`src/rtl/cc20_pkg.sv`:
```
`timescale 1ns / 1ps
`default_nettype none
// ----------------------------------------------------------------------------
// cc20_pkg
// Shared types and constants for the ChaCha20 keystream core.
// ----------------------------------------------------------------------------
package cc20_pkg;

  localparam logic [31:0] SIGMA0 = 32'h61707865;
  localparam logic [31:0] SIGMA1 = 32'h3320646e;
  localparam logic [31:0] SIGMA2 = 32'h79622d32;
  localparam logic [31:0] SIGMA3 = 32'h6b206574;

  localparam int CFG_AW = 3;

  // register indexes
  localparam logic [CFG_AW-1:0] REG_KEY0      = 3'd0;
  localparam logic [CFG_AW-1:0] REG_KEY1      = 3'd1;
  localparam logic [CFG_AW-1:0] REG_KEY2      = 3'd2;
  localparam logic [CFG_AW-1:0] REG_KEY3      = 3'd3;
  localparam logic [CFG_AW-1:0] REG_NONCE_LO  = 3'd4;
  localparam logic [CFG_AW-1:0] REG_NONCE_HI  = 3'd5;
  localparam logic [CFG_AW-1:0] REG_START_CTR = 3'd6;

  // classified item passed from front to back
  typedef struct packed {
    logic [7:0] data;
    logic [5:0] pos;
    logic       fresh;   // first byte of a newly generated block
  } cmd_t;

  // request from front to block generator
  typedef struct packed {
    logic [31:0] counter;
    logic [31:0] nonce0;
  } blk_req_t;

  typedef logic [31:0] word16_t [16];

  function automatic logic [31:0] rotl(input logic [31:0] v, input int s);
    return (v << s) | (v >> (32 - s));
  endfunction

endpackage
`default_nettype wire

```
`src/rtl/cc20_if.sv`:
```
`timescale 1ns / 1ps
`default_nettype none
// ----------------------------------------------------------------------------
// cc20 channel interfaces
// Valid/ready streams for input bytes, output bytes and configuration writes.
// ----------------------------------------------------------------------------
interface cc20_in_if;
  logic       valid;
  logic       ready;
  logic [7:0] in_byte;
  logic       reload;
  logic       new_call;
  modport source (output valid, in_byte, reload, new_call, input ready);
  modport sink   (input valid, in_byte, reload, new_call, output ready);
endinterface

`default_nettype wire

```
`src/rtl/cc20_front.sv`:
```
`timescale 1ns / 1ps
`default_nettype none
// ----------------------------------------------------------------------------
// cc20_front
// Accepts input bytes, tracks byte position and counter, and issues block
// requests; pushes classified commands into the queue.
// ----------------------------------------------------------------------------
module cc20_front
  import cc20_pkg::*;
(
  input  wire logic        clk,
  input  wire logic        rst,
  cc20_in_if.sink          in_ch,
  input  wire logic [31:0] start_counter,
  input  wire logic [31:0] nonce0_cfg,
  input  wire logic        q_full,
  input  wire logic        gen_free,
  output logic             push,
  output cmd_t             cmd,
  output logic             gen_start,
  output blk_req_t         gen_req
);

  logic [31:0] counter;
  logic [31:0] nonce0;
  logic [6:0]  pos;
  logic        need;

  // a new block needs the generator free (previous block taken over as current by back)
  assign need = in_ch.reload || in_ch.new_call || pos[6];
  assign in_ch.ready = !q_full && (!need || gen_free);
  assign push = in_ch.valid && in_ch.ready;

  always_comb begin
    gen_req.counter = in_ch.reload ? start_counter : counter;
    gen_req.nonce0  = in_ch.reload ? nonce0_cfg : nonce0;
    gen_start = push && need;
    cmd.data  = in_ch.in_byte;
    cmd.pos   = need ? 6'd0 : pos[5:0];
    cmd.fresh = need;
  end

  always_ff @(posedge clk) begin
    if (rst) begin
      counter <= '0;
      nonce0  <= '0;
      pos     <= 7'd64;
    end else if (push) begin
      if (need) begin
        counter <= gen_req.counter + 32'd1;
        nonce0  <= (gen_req.counter == '1) ? gen_req.nonce0 + 32'd1 : gen_req.nonce0;
        pos     <= 7'd1;
      end else begin
        pos <= pos + 7'd1;
      end
    end
  end

endmodule
`default_nettype wire

```
`src/flat_wrapper.sv`:
```
// flat-port wrapper written by rule: the top's interface ports become plain ports
module cc20_front_flat import cc20_pkg::*;
  (clk, rst, start_counter, nonce0_cfg, q_full, gen_free, push, cmd, gen_start, gen_req, in_ch_valid, in_ch_in_byte, in_ch_reload, in_ch_new_call, in_ch_ready);
  cc20_in_if in_ch_i ();
  input  wire logic clk;
  input  wire logic rst;
  input  wire logic [31:0] start_counter;
  input  wire logic [31:0] nonce0_cfg;
  input  wire logic q_full;
  input  wire logic gen_free;
  output logic push;
  output cmd_t cmd;
  output logic gen_start;
  output blk_req_t gen_req;
  input wire logic [$bits(in_ch_i.valid)-1:0] in_ch_valid;
  input wire logic [$bits(in_ch_i.in_byte)-1:0] in_ch_in_byte;
  input wire logic [$bits(in_ch_i.reload)-1:0] in_ch_reload;
  input wire logic [$bits(in_ch_i.new_call)-1:0] in_ch_new_call;
  output wire logic [$bits(in_ch_i.ready)-1:0] in_ch_ready;
  assign in_ch_i.valid = in_ch_valid;
  assign in_ch_i.in_byte = in_ch_in_byte;
  assign in_ch_i.reload = in_ch_reload;
  assign in_ch_i.new_call = in_ch_new_call;
  assign in_ch_ready = in_ch_i.ready;
  cc20_front u_core (.clk(clk), .rst(rst), .in_ch(in_ch_i), .start_counter(start_counter), .nonce0_cfg(nonce0_cfg), .q_full(q_full), .gen_free(gen_free), .push(push), .cmd(cmd), .gen_start(gen_start), .gen_req(gen_req));
endmodule
```
`config.mk`:
```
export PLATFORM = sky130hd
export DESIGN_NAME = cc20_front_flat
export DESIGN_NICKNAME = d
export VERILOG_FILES = /design/src/rtl/cc20_pkg.sv /design/src/rtl/cc20_if.sv /design/src/rtl/cc20_front.sv /design/src/flat_wrapper.sv
export SDC_FILE = /design/constraint.sdc
export NUM_CORES = 1
export LEC_CHECK = 0
export ABC_AREA = 0
export BUFFER_PORTS_ARGS = -buffer_cell sky130_fd_sc_hd__buf_4
export CAP_MARGIN = 0
export CELL_PAD_IN_SITES_DETAIL_PLACEMENT = 0
export CELL_PAD_IN_SITES_GLOBAL_PLACEMENT = 1
export CORE_ASPECT_RATIO = 2
export CORE_MARGIN = 3
export CORE_UTILIZATION = 36
export CTS_BUF_LIST = sky130_fd_sc_hd__clkbuf_4
export CTS_CLUSTER_DIAMETER = 30
export DETAILED_ROUTE_END_ITERATION = 7
export PLACE_DENSITY_LB_ADDON = 0.05
export SETUP_SLACK_MARGIN = 0.15
export SLEW_MARGIN = 10
export SYNTH_ARGS = -nofsm -noshare
export SYNTH_HDL_FRONTEND = slang
export SYNTH_SLANG_ARGS = --single-unit
```
`constraint.sdc`:
```
create_clock -name clk -period 3.67 [get_ports clk]
set_input_delay 0.734 -clock clk [delete_from_list [all_inputs] [get_ports clk]]
set_output_delay 0.734 -clock clk [all_outputs]
set_load 0.005 [all_outputs]
```
==> impl_metrics.toml <==
[sta]
rsz0062_at_grt = "no"
finalSetupTns_ns = 0
finClkSkew_ns = 0.02187
period_minus_slack_ns = 3.140
min_period_over_period_pct = 85.57
worstMarginPinSlew_ns = 0.8151
slew_viol_final = 0
setup_viol = 0
timing.fmax_mhz = 318.4
max_slew_margin_pct = 45.66
finalHoldViolCount = 0

[logic_synthesis]
avgSynthCellArea_um2 = 8.252
ys_seq_area_share_pct = 24.96
async_flop_share_pct = 0
synthMuxAreaShare_pct = 12.44
yosys_warnings = 0
synth-edff-count = 0
syn_nets = 772
synth_top_family_by_area = "simple AND/OR/NAND/NOR gates"
synth-xor-area-share_pct = 3.384
synth_compound_area_share_pct = 19.91
synth_fa_ha_area_share_pct = 0.6592
post_synth_num_cell_types = 75
synth-seq-cells = 71
syn_inst = 690
synth_area_um2 = 5694
synth-simple-area-share_pct = 31.88
synth-main-ff-cell = "dfxtp_1"

[finish]
final_common_cell = "buf_4"
layout_common_cells = "166 x buf_4, 92 x nand2_1, 71 x dfxtp_1"
drive_above_1_share_pct = 32.97
area_growth_pct = 25.14
stdcell_count = 1021
nets = 899

[pwr]
power_leakage_nw = 2.988
ir_drop_uv = 140.4
p_per_area_nw_per_um2 = 257.6

[global_route]
grt_start_max_net_pins = 74
antenna_found_initial = 1
grt_pass1_wl_um = 31070
grt.overflow.total = 0
grt_pass1_vias = 5933
grt.total_usage_pct = 23.04

[worst_setup_path]
r2r_setup_slack_ns = 0.94
start_kind = "input pin"
cp.required_ns = 2.94
worstPathArrival_ns = 2.41
path_max_fanout = 44
reg2reg_depth = 9
endpoint_kind = "primary output"
r2r-start = "u_core.counter[0]"
path_class = "in -> out"
r2r-end = "u_core.nonce0[1]"

[clock_network]
path_clk_slew_ns = 0.11
post_cts_buffers = 0
cts_buffers = 9
ctsLongestPathBuffers = 2
clkSinkCount = 71
cts_tree = "built"
clkLatencyLatePin_ns = 0.44
htree_levels = 3
postCtsResizedCells = 0
ctsRootBufferMaster = "clkbuf_4"
ctsHoldBuffers = 0

[worst_hold_path]
hold_path_class = "reg -> reg"
hold_depth = 2
min_from = "u_core.nonce0[20]"
min_to = "u_core.nonce0[20]"

[floorplanning]
dieHeight_um = 183.9
io_pins = 161
rows = 64
dieArea_um2 = 17450
initial_core_util_pct = 37.04
fp.dieW_um = 94.93
core-area_um2 = 15370

[route]
dr.pass1.iters = 5
drc = 0
wire_per_inst_um = 19.83
viasPerCell = 5.787
drt_iter0_drc = 218
ant_nets = 0
num_vias = 5909
drt_wl_total_um = 20250

[place]
io_buffers = 144
dp_cells = 1004
routabilityCongestion = 0.8358
dp_hpwl_um = 15720

[run]
maxCapViolations = 0

[run_status]
outcome = "completed"
==> synth_stat cells (9+ instances only) <==
| library cell | number | share of area, % |
|---|---|---|
| a31o_2 | 11 | 1.7 |
| nand4_1 | 30 | 3.3 |
| and2_1 | 11 | 1.2 |
| a32o_1 | 10 | 1.8 |
| a21oi_1 | 40 | 3.5 |
| nor4_1 | 16 | 1.8 |
| buf_2 | 11 | 0.97 |
| nor3_1 | 18 | 1.6 |
| mux2_2 | 42 | 8.3 |
| nand2_1 | 92 | 6.1 |
| o21ai_0 | 21 | 1.8 |
| nand3_1 | 32 | 2.8 |
| inv_1 | 22 | 1.5 |
| nor2_1 | 21 | 1.4 |
| buf_4 | 12 | 1.6 |
| clkbuf_1 | 17 | 1.1 |
| dfxtp_1 | 71 | 25 |
| nand4b_1 | 9 | 1.4 |
| xnor2_1 | 15 | 2.3 |
| o31a_1 | 11 | 1.7 |
| mux2i_1 | 22 | 3.9 |
| nand3b_1 | 15 | 2.0 |
| o21ai_1 | 9 | 0.79 |
==> critical path: stages <==
cell and delay, ns:
buf_4 0.18, buf_12 0.20, nor3_1 0.39, inv_1 0.12, a21oi_1 0.19, and2_1 0.38, buf_4 0.18
==> per-stage QoR <==
step / area (um2) / hold slack (ns) / total power [mW] / setup WS (ns) / util (%)
3_5_place_dp: 6968 / 0.4500 / 1.258 / 0.3179 / 45.32
4_1_cts: 7123 / 0.4678 / 1.855 / 0.4781 / 46.33
3_3_place_gp: 6968 / 0.4405 / 1.254 / 0.3227 / 45.32
6_report: 7126 / 0.4642 / 1.835 / 0.5296 / 46.35
5_1_grt: 7126 / 0.4831 / 1.913 / 0.3178 / 46.35
2_1_floorplan: 5739 / 0.4312 / 1.053 / 0.1669 / -
==> layer usage <==
layer	global-route usage (%)	share of wire [%]	wire, um
met3	3.400	3.5	718
met1	23.43	36	7274
met5	0	0	0
met2	45.42	58	11670
met4	8.618	2.9	586
==> cell families (layout without fill, tap and decap cells) <==
logic type,Yosys count,after routing
multiplexers,65,65
buffers and inverters,75,207
adder cells (fa/ha/maj),3,3
flip-flops,71,71
AO/OA/AOI/OAI,150,150
XOR/XNOR,22,22
other,0,1
AND/OR/NAND/NOR,304,304
==> registers in the layout, indices dropped and copies added (netlist names) <==
signal and cells:
u_core.counter 32, u_core.pos 7, u_core.nonce0 32
==> worst max-delay path by stage <==
stage,startpoint,end,slack [ns],cells after the start
final,in_ch_reload,push,0.53,7
after global routing,in_ch_reload,push,0.32,7
after CTS,in_ch_reload,push,0.48,7
after detailed placement,in_ch_reload,u_core.nonce0[23],0.32,8
after global placement,in_ch_reload,u_core.nonce0[31],0.32,10
after floorplan,in_ch_reload,u_core.nonce0[16],0.17,13
==> power by group <==
part           leakage [nW]  switching, mW  internal, mW
Combinational          2.33          0.222         0.211
Sequential            0.575         0.0172         0.790
Clock                0.0859          0.309         0.287
Total                  2.99          0.548          1.29
==> area by class of cell <==
| cell class | instances | area [um2] |
|---|---|---|
| Antenna cell | 1 | 2.502 |
| Sequential cell | 71 | 1421 |
| Inverter | 23 | 86.33 |
| Fill cell | 1625 | 8249 |
| Clock inverter | 5 | 72.57 |
| Multi-Input combinational cell | 544 | 3926 |
| Tap cell | 198 | 247.7 |
| Clock buffer | 11 | 82.58 |
| Timing Repair Buffer | 168 | 1286 |
No activity file was read; power rests on OpenSTA's default activity.
